### config.mk
export PLATFORM = sky130hd
export DESIGN_NAME = ordered_point_list_engine_core_flat
export DESIGN_NICKNAME = d
export VERILOG_FILES = /design/src/hw/rtl/opl_pkg.sv /design/src/hw/rtl/opl_if.sv /design/src/hw/rtl/opl_ram.sv /design/src/hw/rtl/ordered_point_list_engine_core.sv /design/src/flat_wrapper.sv
export SDC_FILE = /design/constraint.sdc
export NUM_CORES = 1
export LEC_CHECK = 0
export ABC_AREA = 1
export BUFFER_PORTS_ARGS = -buffer_cell sky130_fd_sc_hd__buf_2
export CAP_MARGIN = 25
export CORE_UTILIZATION = 45
export DETAILED_ROUTE_END_ITERATION = 10
export GPL_TIMING_DRIVEN = 0
export PLACE_DENSITY_LB_ADDON = 0.2
export SYNTH_ARGS = -nofsm -noshare
export SYNTH_HDL_FRONTEND = slang
export SYNTH_SLANG_ARGS = --single-unit
### constraint.sdc
create_clock -name i_clk -period 10.9 [get_ports i_clk]
set_input_delay 0.545 -clock i_clk [delete_from_list [all_inputs] [get_ports i_clk]]
set_output_delay 0.545 -clock i_clk [all_outputs]
set_load 0.005 [all_outputs]
### src/hw/rtl/opl_pkg.sv
// Shared constants, codes and types of the ordered point list engine.
package opl_pkg;

    // List capacity and the widths that follow from it.
    localparam int MAX_ENTRIES = 64;
    localparam int ADDR_W      = $clog2(MAX_ENTRIES);
    localparam int CNT_W       = $clog2(MAX_ENTRIES + 1);
    localparam int CMP_W       = (CNT_W > 8) ? CNT_W : 8;

    // Field widths of the request and response words.
    localparam int FUNC_W   = 3;
    localparam int COORD_W  = 8;
    localparam int POS_W    = 8;
    localparam int STATUS_W = 2;
    localparam int LEN_W    = 7;
    localparam int PT_W     = 2 * COORD_W;

    // Operation codes.
    typedef enum logic [FUNC_W-1:0] {
        FN_APPEND = 3'd0,
        FN_DELETE = 3'd1,
        FN_INSERT = 3'd2,
        FN_LENGTH = 3'd3,
        FN_READ   = 3'd4
    } t_func;

    // Response status codes.
    typedef enum logic [STATUS_W-1:0] {
        ST_OK   = 2'd0,
        ST_FULL = 2'd1,
        ST_BAD  = 2'd2
    } t_status;

    // Sequencer states.
    typedef enum logic [2:0] {
        S_IDLE,
        S_DEL,
        S_INS,
        S_RD,
        S_DONE
    } t_state;

endpackage

### src/hw/rtl/opl_if.sv
// Request and response channel interfaces of the ordered point list engine.
interface opl_req_if
    import opl_pkg::*;
();
    logic                     valid;
    logic                     ready;
    logic [FUNC_W-1:0]        func;
    logic [COORD_W-1:0]       point_x;
    logic [COORD_W-1:0]       point_y;
    logic signed [POS_W-1:0]  position;

    modport source (output valid, func, point_x, point_y, position, input ready);
    modport sink   (input valid, func, point_x, point_y, position, output ready);
endinterface

interface opl_rsp_if
    import opl_pkg::*;
();
    logic                 valid;
    logic                 ready;
    logic [STATUS_W-1:0]  status;
    logic [LEN_W-1:0]     length;
    logic [COORD_W-1:0]   read_x;
    logic [COORD_W-1:0]   read_y;

    modport source (output valid, status, length, read_x, read_y, input ready);
    modport sink   (input valid, status, length, read_x, read_y, output ready);
endinterface

### src/hw/rtl/opl_ram.sv
// Generic single-clock RAM with one write port and one registered read port.
module opl_ram #(
    parameter int WIDTH = 16,
    parameter int DEPTH = 64
) (
    input  logic                     i_clk,
    input  logic                     i_we,
    input  logic [$clog2(DEPTH)-1:0] i_waddr,
    input  logic [WIDTH-1:0]         i_wdata,
    input  logic                     i_re,
    input  logic [$clog2(DEPTH)-1:0] i_raddr,
    output logic [WIDTH-1:0]         o_rdata
);

    logic [WIDTH-1:0] r_mem [DEPTH];
    logic [WIDTH-1:0] r_rdata;

    // Write port and registered read port.
    always_ff @(posedge i_clk) begin
        if (i_we) begin
            r_mem[i_waddr] <= i_wdata;
        end
        if (i_re) begin
            r_rdata <= r_mem[i_raddr];
        end
    end

    assign o_rdata = r_rdata;

endmodule

### src/hw/rtl/ordered_point_list_engine_core.sv
// Ordered point list engine: a bounded list of (x,y) points held in a RAM.
//
// Requests arrive as words on i_req (func, point_x, point_y, position) and
// each one gives exactly one response word on o_rsp (status, length,
// read_x, read_y). A word moves when valid and ready are both high.
// One request is worked on at a time; i_req.ready is high only while the
// sequencer is idle.
// Each request is worked through in turn: append, length and any rejected
// request go straight to the response; read waits for the RAM's registered
// read; delete reads every entry once through the RAM's single read port,
// comparing and shifting down behind the match; insert shifts the tail up
// one entry per cycle, or shifts nothing when the point goes at the end.
// The response word appears in the same cycle in which the sequencer is
// idle again and the next request can be taken.
// A finished response sits in the output register until it is taken; the
// next request is accepted meanwhile, and its own response waits in the
// sequencer if the receiver is still stalling.
// Synchronous reset empties the list and drops any pending response; the
// RAM contents are not cleared, as only entries below the count are read.
module ordered_point_list_engine_core
    import opl_pkg::*;
(
    input  logic      i_clk,
    input  logic      i_rst_n,
    opl_req_if.sink   i_req,
    opl_rsp_if.source o_rsp
);

    t_state              r_state, n_state;
    logic [CNT_W-1:0]    r_count, n_count;
    logic [CNT_W-1:0]    r_idx, n_idx;
    logic [CNT_W-1:0]    r_pos, n_pos;
    logic [PT_W-1:0]     r_pt, n_pt;
    logic                r_rd_vld, n_rd_vld;
    logic [ADDR_W-1:0]   r_rd_addr, n_rd_addr;
    logic                r_found, n_found;
    t_status             r_status, n_status;
    logic [COORD_W-1:0]  r_rx, n_rx;
    logic [COORD_W-1:0]  r_ry, n_ry;
    logic                r_out_vld, n_out_vld;
    logic [STATUS_W-1:0] r_out_status;
    logic [LEN_W-1:0]    r_out_len;
    logic [COORD_W-1:0]  r_out_x, r_out_y;

    logic              req_fire, full, pos_ok, del_end, ins_end, out_free, out_load;
    logic [PT_W-1:0]   pt_in;
    logic              ram_we, ram_re;
    logic [ADDR_W-1:0] ram_waddr, ram_raddr;
    logic [PT_W-1:0]   ram_wdata, ram_rdata;

    // Point table.
    opl_ram #(
        .WIDTH (PT_W),
        .DEPTH (MAX_ENTRIES)
    ) u_store (
        .i_clk   (i_clk),
        .i_we    (ram_we),
        .i_waddr (ram_waddr),
        .i_wdata (ram_wdata),
        .i_re    (ram_re),
        .i_raddr (ram_raddr),
        .o_rdata (ram_rdata)
    );

    // Handshake and request decode helpers.
    assign i_req.ready = (r_state == S_IDLE);
    assign req_fire    = i_req.valid && i_req.ready;
    assign pt_in       = {i_req.point_x, i_req.point_y};
    assign full        = (r_count == CNT_W'(MAX_ENTRIES));
    assign pos_ok      = !i_req.position[POS_W-1] && (i_req.position != '0)
                         && (CMP_W'(i_req.position[POS_W-2:0]) <= CMP_W'(r_count));
    assign del_end     = (r_idx == r_count) && !r_rd_vld;
    assign ins_end     = (r_idx == r_pos) && !r_rd_vld;
    assign out_free    = !r_out_vld || o_rsp.ready;
    assign out_load    = (r_state == S_DONE) && out_free;

    // Next state.
    always_comb begin
        n_state = r_state;
        case (r_state)
            S_IDLE: begin
                if (req_fire) begin
                    case (i_req.func)
                        FN_DELETE: n_state = S_DEL;
                        FN_INSERT: n_state = (!full && pos_ok) ? S_INS : S_DONE;
                        FN_READ:   n_state = pos_ok ? S_RD : S_DONE;
                        default:   n_state = S_DONE;
                    endcase
                end
            end
            S_DEL:   if (del_end) n_state = S_DONE;
            S_INS:   if (ins_end) n_state = S_DONE;
            S_RD:    n_state = S_DONE;
            S_DONE:  if (out_free) n_state = S_IDLE;
            default: n_state = S_IDLE;
        endcase
    end

    // Datapath and RAM control of the sequencer.
    always_comb begin
        n_count   = r_count;
        n_idx     = r_idx;
        n_pos     = r_pos;
        n_pt      = r_pt;
        n_rd_vld  = 1'b0;
        n_rd_addr = r_rd_addr;
        n_found   = r_found;
        n_status  = r_status;
        n_rx      = r_rx;
        n_ry      = r_ry;
        ram_we    = 1'b0;
        ram_waddr = '0;
        ram_wdata = r_pt;
        ram_re    = 1'b0;
        ram_raddr = '0;
        case (r_state)
            S_IDLE: begin
                if (req_fire) begin
                    n_pt     = pt_in;
                    n_rx     = '0;
                    n_ry     = '0;
                    n_status = ST_OK;
                    n_idx    = '0;
                    n_found  = 1'b0;
                    case (i_req.func)
                        FN_APPEND: begin
                            if (full) begin
                                n_status = ST_FULL;
                            end else begin
                                ram_we    = 1'b1;
                                ram_waddr = r_count[ADDR_W-1:0];
                                ram_wdata = pt_in;
                                n_count   = r_count + 1'b1;
                            end
                        end
                        FN_DELETE: begin
                            n_idx = '0;
                        end
                        FN_INSERT: begin
                            if (full) begin
                                n_status = ST_FULL;
                            end else if (!pos_ok) begin
                                n_status = ST_BAD;
                            end else begin
                                n_idx = r_count;
                                n_pos = CNT_W'(i_req.position[POS_W-2:0]);
                            end
                        end
                        FN_LENGTH: begin
                            n_status = ST_OK;
                        end
                        FN_READ: begin
                            if (!pos_ok) begin
                                n_status = ST_BAD;
                            end else begin
                                ram_re    = 1'b1;
                                ram_raddr = ADDR_W'(i_req.position[POS_W-2:0] - 1'b1);
                            end
                        end
                        default: begin
                            n_status = ST_BAD;
                        end
                    endcase
                end
            end
            S_DEL: begin
                // Read every entry in turn; behind the match, move each one down.
                if (r_idx < r_count) begin
                    ram_re    = 1'b1;
                    ram_raddr = r_idx[ADDR_W-1:0];
                    n_rd_vld  = 1'b1;
                    n_rd_addr = r_idx[ADDR_W-1:0];
                    n_idx     = r_idx + 1'b1;
                end
                if (r_rd_vld) begin
                    if (r_found) begin
                        ram_we    = 1'b1;
                        ram_waddr = r_rd_addr - 1'b1;
                        ram_wdata = ram_rdata;
                    end else if (ram_rdata == r_pt) begin
                        n_found = 1'b1;
                    end
                end
                if (del_end) begin
                    if (r_found) begin
                        n_count = r_count - 1'b1;
                    end else begin
                        n_status = ST_BAD;
                    end
                end
            end
            S_INS: begin
                // Move the tail up one entry per cycle, then drop the point in.
                if (ins_end) begin
                    ram_we    = 1'b1;
                    ram_waddr = r_pos[ADDR_W-1:0];
                    ram_wdata = r_pt;
                    n_count   = r_count + 1'b1;
                end else begin
                    if (r_idx > r_pos) begin
                        ram_re    = 1'b1;
                        ram_raddr = ADDR_W'(r_idx - 1'b1);
                        n_rd_vld  = 1'b1;
                        n_rd_addr = ADDR_W'(r_idx - 1'b1);
                        n_idx     = r_idx - 1'b1;
                    end
                    if (r_rd_vld) begin
                        ram_we    = 1'b1;
                        ram_waddr = r_rd_addr + 1'b1;
                        ram_wdata = ram_rdata;
                    end
                end
            end
            S_RD: begin
                n_rx = ram_rdata[PT_W-1:COORD_W];
                n_ry = ram_rdata[COORD_W-1:0];
            end
            S_DONE: begin
                n_status = r_status;
            end
            default: begin
                n_status = r_status;
            end
        endcase
    end

    // Output register valid.
    always_comb begin
        if (out_load) begin
            n_out_vld = 1'b1;
        end else if (o_rsp.ready) begin
            n_out_vld = 1'b0;
        end else begin
            n_out_vld = r_out_vld;
        end
    end

    // Control registers.
    always_ff @(posedge i_clk) begin
        if (!i_rst_n) begin
            r_state   <= S_IDLE;
            r_count   <= '0;
            r_rd_vld  <= 1'b0;
            r_found   <= 1'b0;
            r_out_vld <= 1'b0;
        end else begin
            r_state   <= n_state;
            r_count   <= n_count;
            r_rd_vld  <= n_rd_vld;
            r_found   <= n_found;
            r_out_vld <= n_out_vld;
        end
    end

    // Payload registers.
    always_ff @(posedge i_clk) begin
        r_idx     <= n_idx;
        r_pos     <= n_pos;
        r_pt      <= n_pt;
        r_rd_addr <= n_rd_addr;
        r_status  <= n_status;
        r_rx      <= n_rx;
        r_ry      <= n_ry;
        if (out_load) begin
            r_out_status <= r_status;
            r_out_len    <= LEN_W'(r_count);
            r_out_x      <= r_rx;
            r_out_y      <= r_ry;
        end
    end

    assign o_rsp.valid  = r_out_vld;
    assign o_rsp.status = r_out_status;
    assign o_rsp.length = r_out_len;
    assign o_rsp.read_x = r_out_x;
    assign o_rsp.read_y = r_out_y;

    // The count never exceeds the capacity.
    a_count_bound: assert property (@(posedge i_clk) disable iff (!i_rst_n)
        r_count <= CNT_W'(MAX_ENTRIES))
        else $error("entry count beyond capacity");

    // An accepted request always leaves the idle state.
    a_accept_busy: assert property (@(posedge i_clk) disable iff (!i_rst_n)
        req_fire |=> r_state != S_IDLE)
        else $error("request accepted but sequencer stayed idle");

    // The table is never written while a read result or response is pending.
    a_no_late_write: assert property (@(posedge i_clk) disable iff (!i_rst_n)
        ram_we |-> (r_state != S_RD) && (r_state != S_DONE))
        else $error("table written outside an updating operation");

    // A successful delete removes exactly one entry.
    a_del_count: assert property (@(posedge i_clk) disable iff (!i_rst_n)
        (r_state == S_DEL) && del_end && r_found |=> r_count == $past(r_count) - 1'b1)
        else $error("delete did not shorten the list by one");

    // A new response is loaded only when the output register is free.
    a_out_free: assert property (@(posedge i_clk) disable iff (!i_rst_n)
        r_out_vld && !o_rsp.ready |-> !out_load)
        else $error("pending response overwritten");

endmodule
### src/flat_wrapper.sv
// flat-port wrapper written by rule: the top's interface ports become plain ports
module ordered_point_list_engine_core_flat import opl_pkg::*;
  (i_clk, i_rst_n, i_req_valid, i_req_func, i_req_point_x, i_req_point_y, i_req_position, i_req_ready, o_rsp_valid, o_rsp_status, o_rsp_length, o_rsp_read_x, o_rsp_read_y, o_rsp_ready);
  opl_req_if i_req_i ();
  opl_rsp_if o_rsp_i ();
  input  logic i_clk;
  input  logic i_rst_n;
  input wire logic [$bits(i_req_i.valid)-1:0] i_req_valid;
  input wire logic [$bits(i_req_i.func)-1:0] i_req_func;
  input wire logic [$bits(i_req_i.point_x)-1:0] i_req_point_x;
  input wire logic [$bits(i_req_i.point_y)-1:0] i_req_point_y;
  input wire logic [$bits(i_req_i.position)-1:0] i_req_position;
  output wire logic [$bits(i_req_i.ready)-1:0] i_req_ready;
  output wire logic [$bits(o_rsp_i.valid)-1:0] o_rsp_valid;
  output wire logic [$bits(o_rsp_i.status)-1:0] o_rsp_status;
  output wire logic [$bits(o_rsp_i.length)-1:0] o_rsp_length;
  output wire logic [$bits(o_rsp_i.read_x)-1:0] o_rsp_read_x;
  output wire logic [$bits(o_rsp_i.read_y)-1:0] o_rsp_read_y;
  input wire logic [$bits(o_rsp_i.ready)-1:0] o_rsp_ready;
  assign i_req_i.valid = i_req_valid;
  assign i_req_i.func = i_req_func;
  assign i_req_i.point_x = i_req_point_x;
  assign i_req_i.point_y = i_req_point_y;
  assign i_req_i.position = i_req_position;
  assign i_req_ready = i_req_i.ready;
  assign o_rsp_valid = o_rsp_i.valid;
  assign o_rsp_status = o_rsp_i.status;
  assign o_rsp_length = o_rsp_i.length;
  assign o_rsp_read_x = o_rsp_i.read_x;
  assign o_rsp_read_y = o_rsp_i.read_y;
  assign o_rsp_i.ready = o_rsp_ready;
  ordered_point_list_engine_core u_core (.i_clk(i_clk), .i_rst_n(i_rst_n), .i_req(i_req_i), .o_rsp(o_rsp_i));
endmodule
## Yosys cells after proc, flatten, opt, wreduce, memory -nomap -nowiden

Memories as Yosys holds them, arrays and structs flattened. A register that Yosys moved wholly into a read port is not among the register bits.
Cells that the tools add are included.

| storage, ports and cells | value |
|---|---|
| memory bits (writable) | 1024 |
| memories kept | 1 |
| register bits after elaboration | 92 |
| input bits | 31 |
| logic and storage cells | 168 |

| cells by class | value |
|---|---|
| equal/unequal tests | 24 |
| order comparisons | 3 |
| reductions and logical operators | 30 |
| $add $sub $neg | 7 |
| muxes and demuxes | 86 |
| bitwise logic cells | 1 |

Memory list:

| name | words | bits a word | read ports | clocked after memory_dff | wr ports | line | text |
|---|---|---|---|---|---|---|---|
| u_core.u_store.r_mem | 64 | 16 | 1 | 1 | 1 | opl_ram.sv:15 | `logic [WIDTH-1:0] r_mem [DEPTH];` |

Operators by type and width:

| cell | number |
|---|---|
| 16-bit two-way mux | 7 |
| 6-bit two-way mux | 16 |
| 7-bit two-way mux | 13 |
| 16-bit one-hot mux with 3 select lines | 1 |
| 7-bit one-hot mux with 3 select lines | 2 |
| 6-bit one-hot mux with 3 select lines | 2 |
| 8-bit one-hot mux with 2 select lines | 2 |
| 1-bit two-way mux | 22 |
| 3-bit two-way mux | 6 |
| 16-bit == test | 1 |
| 3-bit one-hot mux with 5 select lines | 1 |
| 7-bit by 1-bit adder with 7-bit output, second input constant | 2 |
| 7-bit == test | 2 |
| 2-bit by 1-bit != test with 1-bit output, second input constant | 7 |
| 7-bit by 1-bit subtractor with 7-bit output, second input constant | 2 |
| 3-bit by 2-bit == test with 1-bit output, second input constant | 4 |
| 6-bit one-hot mux with 2 select lines | 1 |
| 4-bit AND reduction | 3 |
| 6-bit by 1-bit subtractor with 6-bit output, second input constant | 2 |
| 2-bit two-way mux | 5 |
| 2-bit != test, second input constant | 5 |
| 5-bit AND reduction | 2 |
| 3-bit one-hot mux with 3 select lines | 1 |
| 8-bit two-way mux | 1 |
| other kinds (23) | 41 |

## Depth between registers and ports, before layout

Gate-level depths: netlist (run 1).

| logic depth | value |
|---|---|
| word-level depth | 8 |
| gate-level depth with buffers | 20 |

## By module

Synthesis (run 1) repeated with hierarchy kept, for this count alone.

| unflattened totals | value |
|---|---|
| cell total of the unflattened synthesis | 4122 |
| area, all modules | 47782.1 µm² |

Modules (own cells, without submodules):

| module | cells an instance | area each (µm²) | instances |
|---|---|---|---|
| opl_ram | 3534 | 42300.6 | 1 |
| ordered_point_list_engine_core | 588 | 5481.5 | 1 |

## Least setup slack after synthesis (run 1)

No wires, ideal clock.

| path | value |
|---|---|
| kind | flip-flop to flip-flop |
| start point | register u_core.r_state[2] |
| end point | memory u_core.u_store.r_mem[0][0], data pin |
| data required time | 10358 ps |
| arrival | 3337 ps |
| period minus slack after synthesis | 3879 ps |
| slack | 7021 ps |
| buffers on the path | 1 |
| stages on the path, launching flop included | 11 |
| cell sequence | dfxtp_1 -> nor2_4 -> inv_1 -> nor2_4 -> nand2_1 -> nor2_1 -> inv_1 -> nand2_1 -> clkinv_1 -> clkbuf_1 -> o211ai_1 |

| between the ends | value |
|---|---|
| cells in the longest elaborated chain, start to end | 4 |
| elaborated cells between the ends (all ways) | 6 |
| those cells by class | 2 x eq/ne; 2 x mux; 2 x reduce/logical |

Ends and longest elaborated chain:

| what | line | text |
|---|---|---|
| start, declared | ordered_point_list_engine_core.sv:29 | `t_state r_state, n_state;` |
| start signal, assigned | ordered_point_list_engine_core.sv:247 | `r_state <= n_state;` |
| 3-bit zero test | ordered_point_list_engine_core.sv:66, ordered_point_list_engine_core.sv:116 |  |
| 1-bit logical AND | ordered_point_list_engine_core.sv:67 | `assign req_fire = i_req.valid && i_req.ready;` |
| 16-bit two-way mux | ordered_point_list_engine_core.sv:118 | `if (req_fire) begin` |
| 16-bit one-hot mux with 3 select lines (*) | ordered_point_list_engine_core.sv:116 | `case (r_state)` |
| net u_core.ram_wdata[0] | ordered_point_list_engine_core.sv:49 | `logic [PT_W-1:0] ram_wdata, ram_rdata;` |
| end, declared | opl_ram.sv:15 |  |

The timed path passes the listed nets; every way through them passes the cells marked *.

## Worst setup path after layout (run 1)

| path | value |
|---|---|
| start point | register u_core.r_count[5] |
| end point | register u_core.u_store.r_rdata[7] (netlist: u_core.u_store.o_rdata[7]) (read register of u_core.u_store.r_mem), data pin |

| between the ends | value |
|---|---|
| cells in the longest elaborated chain, start to end | 6 |
| elaborated cells between the ends (all ways) | 13 |
| those cells by class | 2 x order compare; 10 x mux; 1 x reduce/logical |

Ends and longest elaborated chain:

| what | line | text |
|---|---|---|
| start, declared | ordered_point_list_engine_core.sv:30 | `logic [CNT_W-1:0] r_count, n_count;` |
| start signal, assigned | ordered_point_list_engine_core.sv:248 | `r_count <= n_count;` |
| 7-bit <= comparator | ordered_point_list_engine_core.sv:71 | `&& (CMP_W'(i_req.position[POS_W-2:0]) <= CMP_W'(r_count));` |
| 1-bit logical AND | ordered_point_list_engine_core.sv:71 |  |
| 6-bit two-way mux or 1-bit two-way mux (tied branches) | ordered_point_list_engine_core.sv:153 | `if (!pos_ok) begin` |
| 6-bit two-way mux or 1-bit two-way mux (tied branches) | ordered_point_list_engine_core.sv:125 | `case (i_req.func)` |
| 6-bit two-way mux or 1-bit two-way mux (tied branches) | ordered_point_list_engine_core.sv:118 |  |
| 6-bit one-hot mux with 3 select lines or 1-bit one-hot mux with 3 select lines (tied branches) | ordered_point_list_engine_core.sv:116 |  |
| end, declared | opl_ram.sv:16 | `logic [WIDTH-1:0] r_rdata;` |

Several ways; a longest one is shown, not always the timed one.
A chain may end at the register's enable or synchronous reset.

==> results.json, run 1 <==
{
  "postCtsSetupBuffers": 0,
  "die_area_sq_um": 114200,
  "slowest_stage": "nor2_1",
  "gr-total-overflow": 0,
  "nets": 5028,
  "powerDensity_nw_per_um2": 168.9,
  "drive_gt1_share_pct": 11.44,
  "synth.most_common_cell": "edfxtp_1",
  "via_count": 37190,
  "port_buffers": 57,
  "drc": 0,
  "crit_required_ns": 11.42,
  "setup_viol": 0,
  "place_area_sq_um": 55230,
  "maxCapViolations": 0,
  "seq_area_frac_synth_pct": 66.67,
  "ctsRootBufferMaster": "clkbuf_16",
  "finalCritPeriodShare_pct": 46.35,
  "ys_ff_latch": 1132,
  "yosys_warnings": 0,
  "startpoint_type": "flop",
  "slowest_delay_ns": 0.87,
  "grt_pass1_wl_mm": 246.5,
  "initial_core_util_pct": 45.64,
  "viasPerCell": 5.677,
  "syn_nets": 4700,
  "grt_usage_pct": 30.79,
  "synth_xor_area_share_pct": 0.3621,
  "synthMuxAreaShare_pct": 0,
  "synth-adder-area-share_pct": 0.8278,
  "cts_repair_resize_count": 0,
  "clock_path_buffers": 3,
  "ant_nets": 0,
  "area_growth_pct": 16.18,
  "endpoint_kind": "flop",
  "antenna_found_initial": 6,
  "die_h_um": 337.9,
  "synth_cells": 4636,
  "row_count": 122,
  "seq_area_sq_um": 33860,
  "cts_tree": "built",
  "post-dp-hpwl_mm": 130.5,
  "power_w": 0.009966,
  "post-route-util_pct": 53.02,
  "firstDrtPassIters": 6,
  "arrival_ns": 5.58,
  "synth_compound_area_share_pct": 1.483,
  "hold_path.class": "primary input to flop",
  "slew_viol_final": 0,
  "routedWlPerCell_um": 26.97,
  "fillers": 9463,
  "multi_input_area_sq_um": 13330,
  "clkTransAtPathRegs_ns": 0.06,
  "design_area_sq_um": 59000,
  "drt-total-wl_mm": 176.6,
  "path_class": "flop to flop",
  "ys_top_cells_by_area": "edfxtp_1 (66%), nand3_1 (10%), nand3b_1 (6.0%)",
  "synthDistinctLibCells": 47,
  "chipWidth_um": 337.9,
  "synthFlopType": "edfxtp_1",
  "synth_enable_flop_cells": 1119,
  "place.gp.congestion": 0.9634,
  "initialDrtViolationCount": 5348,
  "syn_avg_cell_area_sq_um": 10.96,
  "ir_worst_vdd_mv": 0.1453,
  "power.leakage_nw": 22.82,
  "first_global_vias": 34280,
  "yosysTopAreaCell": "edfxtp_1",
  "synth_top_family_by_area": "simple AND/OR/NAND/NOR gates",
  "async_flop_share_pct": 0,
  "htreeDepth": 3,
  "max_freq_mhz": 197.9,
  "crit_chain": "inv_1, ha_1, nand2_1, nor2_1, nand2_1, nand2_1, nand2_1, nand4_4, nor2_1, nor2_1, buf_2, buf_1, nand3_1, nand3_1, nand3_1, nand3_1, nand3_1, nand2_1",
  "status": "finished, final reports clean",
  "critical_path.max_fanout": 10,
  "tightest_slew_ns": 1.165,
  "syn_area_sq_um": 50790,
  "timing_hold_violations_final": 0,
  "yosys.area.top_type_share_pct": 66.16,
  "worstSkewPairLatency_ns": 0.71,
  "synth_simple_gate_area_share_pct": 23.04,
  "rsz0062_at_grt": "false",
  "cts.sinks": 1132,
  "grt_max_degree": 28,
  "fin_skew_ns": 0.02775,
  "tns_ns": 0,
  "min_period_ns": 5.052,
  "core_sq_um": 111300,
  "synth_commonest_cells": "edfxtp_1 (1119), nand3_1 (1045), nand2_1 (730), inv_1 (708), nand3b_1 (404)",
  "cts_buffers": 119,
  "io_pins": 58,
  "relSlewSlack_pct": 22.07,
  "ctsHoldBuffers": 0
}
==> cells in the final DEF (no fill, tap or decap), types with 15 or more instances in the layout <==
cell type / n
buf_16: 24
clkinv_2: 19
buf_8: 41
clkbuf_16: 120
inv_1: 708
nand2_1: 730
nand3b_1: 404
buf_4: 69
edfxtp_1: 1119
clkinv_1: 31
buf_2: 178
xor2_1: 15
ha_1: 32
nor2_1: 76
nor2_2: 65
clkbuf_1: 119
o21ai_0: 29
nand3_1: 1045
a21oi_1: 34
buf_1: 55
==> layer usage <==
layer | vias up | part of all wire, % | global-route usage (%)
met3 | 346 | 11 | 5.783
met2 | 2172 | 44 | 46.32
met4 | 4 | 4.1 | 12.21
met1 | 18040 | 41 | 44.01
met5 | - | 0.0079 | 0
li1 | 16620 | - | -
==> registers in the layout, summed over array words and instances (netlist names), 2 cells and up <==
signal / count
u_core.r_pos: 7
u_core.u_store.r_mem: 1024
u_core.o_rsp.read_y: 8
u_core.o_rsp.length: 7
u_core.r_rx: 8
u_core.r_pt: 16
u_core.r_rd_addr: 6
u_core.o_rsp.status: 2
u_core.o_rsp.read_x: 8
u_core.r_state: 3
u_core.r_ry: 8
u_core.r_status: 2
u_core.r_count: 7
u_core.r_idx: 7
u_core.u_store.o_rdata: 16
==> metrics by stage <==
| step | hold WS (ns) | setup WS [ns] | instances |
|---|---|---|---|
| 6_report | 0.04018 | 5.848 | 6550 |
| 3_3_place_gp | 0.4014 | 1.554 | 6181 |
| 5_1_grt | 0.02961 | 5.801 | 6549 |
| 3_5_place_dp | 0.4045 | 5.835 | 6330 |
| 4_1_cts | 0.0005320 | 5.964 | 6548 |
| 2_1_floorplan | 0.4003 | 7.021 | 4636 |
==> power breakdown <==
group          internal, W  leakage [nW]  switching, W
registers          0.00489          10.2     0.0000198
clock network      0.00228          1.84       0.00170
logic             0.000287          10.8      0.000793
total              0.00745          22.8       0.00252
==> final cells by class <==
class	instances	share of cell area [%]
Sequential cell	1132	57.39
Multi-Input combinational cell	2517	22.59
Clock buffer	151	5.371
Inverter	715	4.549
Timing Repair Buffer	207	3.938
Tap cell	1488	3.155
Buffer	272	2.006
Clock inverter	67	0.9946
Antenna cell	1	0.004241
==> cells by family (layout without fill, tap and decap cells) <==
| logic type | after synthesis | count (layout) |
|---|---|---|
| simple gates | 2343 | 2343 |
| flops | 1132 | 1132 |
| buf+inv | 987 | 1412 |
| compound gates | 120 | 120 |
| fa+ha+maj | 33 | 33 |
| xor+xnor | 21 | 21 |
| other cells | 0 | 1 |
==> worst max-delay path, delay by kind of cell (launching register included) <==
| family | cells | cell delay (ns) |
|---|---|---|
| AND/OR/NAND/NOR | 14 | 2.57 |
| buffers and inverters | 3 | 1.50 |
| flip-flops | 1 | 0.45 |
| adder cells (fa/ha/maj) | 1 | 0.31 |
==> final timing paths <==
kind	start	endpoint	slack, ns	cells past startpoint
worst min register to register	u_core.r_ry[1]	u_core.o_rsp.read_y[1]	0.42	0
worst min-delay path	i_req_point_y[2]	u_core.r_pt[2]	0.04	1
worst max register to register	u_core.r_count[5]	u_core.u_store.o_rdata[7]	5.85	18
worst max-delay path	u_core.r_count[5]	u_core.u_store.o_rdata[7]	5.85	18
(Power assumes the default switching activity.)
==> inputs of run 2 (changes only) <==
==> constraint.sdc (replaced) <==
create_clock -name i_clk -period 4.9 [get_ports i_clk]
set_input_delay 0.245 -clock i_clk [delete_from_list [all_inputs] [get_ports i_clk]]
set_output_delay 0.245 -clock i_clk [all_outputs]
set_load 0.005 [all_outputs]
==> run 2 against run 1 <==
Maximum frequency up 5.1%. Combinational power increased by 120%. Sequential share of layout area decreased by 0.33 points. Non-clock buffer count is 31 higher. Critical path depth down 1. Critical path type unchanged. Largest cell class unchanged. Largest power group unchanged.
==> results.json, run 2 (synthesis results as in run 1) <==
{
  "post-dp-hpwl_mm": 130.5,
  "initialDrtViolationCount": 5138,
  "cts_buffers": 119,
  "firstDrtPassIters": 6,
  "status": "finished, final reports clean",
  "clkTransAtPathRegs_ns": 0.06,
  "grt_max_degree": 28,
  "ant_nets": 0,
  "area_growth_pct": 16.85,
  "setup_viol": 0,
  "antenna_found_initial": 6,
  "via_count": 37280,
  "crit_required_ns": 5.31,
  "fin_skew_ns": 0.03232,
  "path_class": "flop to flop",
  "relSlewSlack_pct": 25.75,
  "max_freq_mhz": 208.1,
  "row_count": 122,
  "tightest_slew_ns": 1.109,
  "slowest_delay_ns": 0.50,
  "place_area_sq_um": 55230,
  "largest_reg_flops": 1024,
  "routedWlPerCell_um": 26.87,
  "drc": 0,
  "drive_gt1_share_pct": 11.51,
  "die_h_um": 337.9,
  "worstSkewPairLatency_ns": 0.72,
  "nets": 5059,
  "core_sq_um": 111300,
  "chipWidth_um": 337.9,
  "slowest_stage": "buf_2",
  "grt_usage_pct": 30.83,
  "slew_viol_final": 0,
  "largest_register": "u_core.u_store.r_mem",
  "port_buffers": 57,
  "maxCapViolations": 0,
  "first_global_vias": 34420,
  "r2r_end": "u_core.u_store.o_rdata[5]",
  "initial_core_util_pct": 45.64,
  "hold_depth": 3,
  "finalCritPeriodShare_pct": 98.09,
  "path_common_cell": "nand3_1",
  "power_w": 0.02218,
  "layout_common_cells": "edfxtp_1 (1119), nand3_1 (1045), nand2_1 (729)",
  "die_area_sq_um": 114200,
  "multi_input_area_sq_um": 13350,
  "rsz0062_at_grt": "false",
  "endpoint_kind": "flop",
  "htreeDepth": 3,
  "min_period_ns": 4.806,
  "design_area_sq_um": 59340,
  "regToRegSetupSlack_ns": 0.09,
  "worstHoldEndpoint": "u_core.r_pt[10]",
  "final_common_cell": "edfxtp_1",
  "crit_chain": "inv_1, ha_1, nand2_1, o21a_1, nand3_1, nand2_1, nand2_1, o21ai_4, buf_2, buf_2, nand2_1, nand3_1, nand3_1, nand3_1, nand3_1, nand3_1, nand2_1",
  "cts_tree": "built",
  "arrival_ns": 5.22,
  "powerDensity_nw_per_um2": 373.8,
  "gr-total-overflow": 0,
  "clock_path_buffers": 3,
  "rr_worst_depth": 17,
  "place.gp.congestion": 0.9634,
  "ctsRootBufferMaster": "clkbuf_16",
  "grt_pass1_wl_mm": 246.9,
  "drt-total-wl_mm": 176.8,
  "hold_path.class": "primary input to flop",
  "reg2reg_from": "u_core.r_count[5]",
  "power.leakage_nw": 22.97,
  "startpoint_type": "flop",
  "cts.sinks": 1132,
  "hp-start": "i_req_valid",
  "timing_hold_violations_final": 0,
  "fillers": 9437,
  "viasPerCell": 5.664,
  "io_pins": 58,
  "ir_worst_vdd_mv": 0.3252,
  "seq_area_sq_um": 33860,
  "critical_path.max_fanout": 10
}
[run 2: cell types whose count changed in the layout (fill, tap and decap cells not counted), sizes merged]
cell           before  now
dlygate4sd3         0   30
clkdlybuf4s15       0    2
clkbuf            244  243
[run 2: layer usage]
metal | up-vias | GRT usage, % | routed length [um]
li1 | 16670 | - | -
met1 | 18090 | 44.01 | 72410
met2 | 2170 | 46.42 | 77330
met3 | 343 | 5.715 | 19840
met4 | 4 | 12.42 | 7244
met5 | - | 0 | 15
[run 2: power breakdown]
part | internal (W) | switching [W]
sequential | 0.0109 | 0.0000442
clock | 0.00506 | 0.00379
combinational | 0.000656 | 0.00176
total | 0.0166 | 0.00560
[run 2: critical path: cells and delay by family, from the launching register on]
family / cells / cell delay [ns]
AND/OR/NAND/NOR: 11 / 1.99
AO/OA/AOI/OAI: 2 / 0.63
flip-flops: 1 / 0.45
adder cells (fa/ha/maj): 1 / 0.31
buffers and inverters: 3 / 1.08
[run 2: how the worst max path moves through the flow]
| stage | slack, ns | depth (start not counted) | end | startpoint |
|---|---|---|---|---|
| finish | 0.09 | 17 | u_core.u_store.o_rdata[5] | u_core.r_count[5] |
| global route | 0.06 | 18 | u_core.u_store.o_rdata[12] | u_core.r_count[5] |
| CTS | 0.08 | 14 | u_core.u_store.o_rdata[7] | u_core.r_idx[6] |
| detailed placement | -0.02 | 18 | u_core.u_store.o_rdata[7] | u_core.r_count[5] |
| global placement | -4.43 | 10 | u_core.u_store.r_mem[17][8] | u_core.r_state[1] |
| floorplan | 1.02 | 10 | u_core.u_store.r_mem[0][0] | u_core.r_state[2] |
[run 2: metrics by stage]
step                      std cells  setup TNS [ns]  hold slack (ns)  setup WS [ns]  util, %
after global routing           6580               0          0.03698        0.05816    53.33
after detailed placement       6330        -0.02351           0.4045       -0.02351    49.63
after global placement         6181        -4362.08           0.4014         -4.431    47.57
after floorplan                4636               0           0.3439          1.021        -
final                          6581               0          0.02724        0.09358    53.33
after CTS                      6578               0         0.004083        0.08025    53.28
[run 2: final cells by class]
cell class	instances	area share [%]
antenna	1	0.004217
buffer	272	2.022
clock buffer	151	5.341
clock inverter	67	0.9888
inverter	715	4.523
multi-input combinational	2517	22.49
sequential	1132	57.06
tap	1488	3.137
timing repair buffer	238	4.434
[run 2: timing repair]
| item | 4_1_cts | 5_1_grt |
|---|---|---|
| hold endpoints to repair | 38 | 0 |
| setup endpoints to repair | 1 | 26 |
| hold buffers | 30 | 0 |
| setup buffers | 0 | 1 |
| resized for setup | 2 | 12 |
| pin swaps | 0 | 1 |
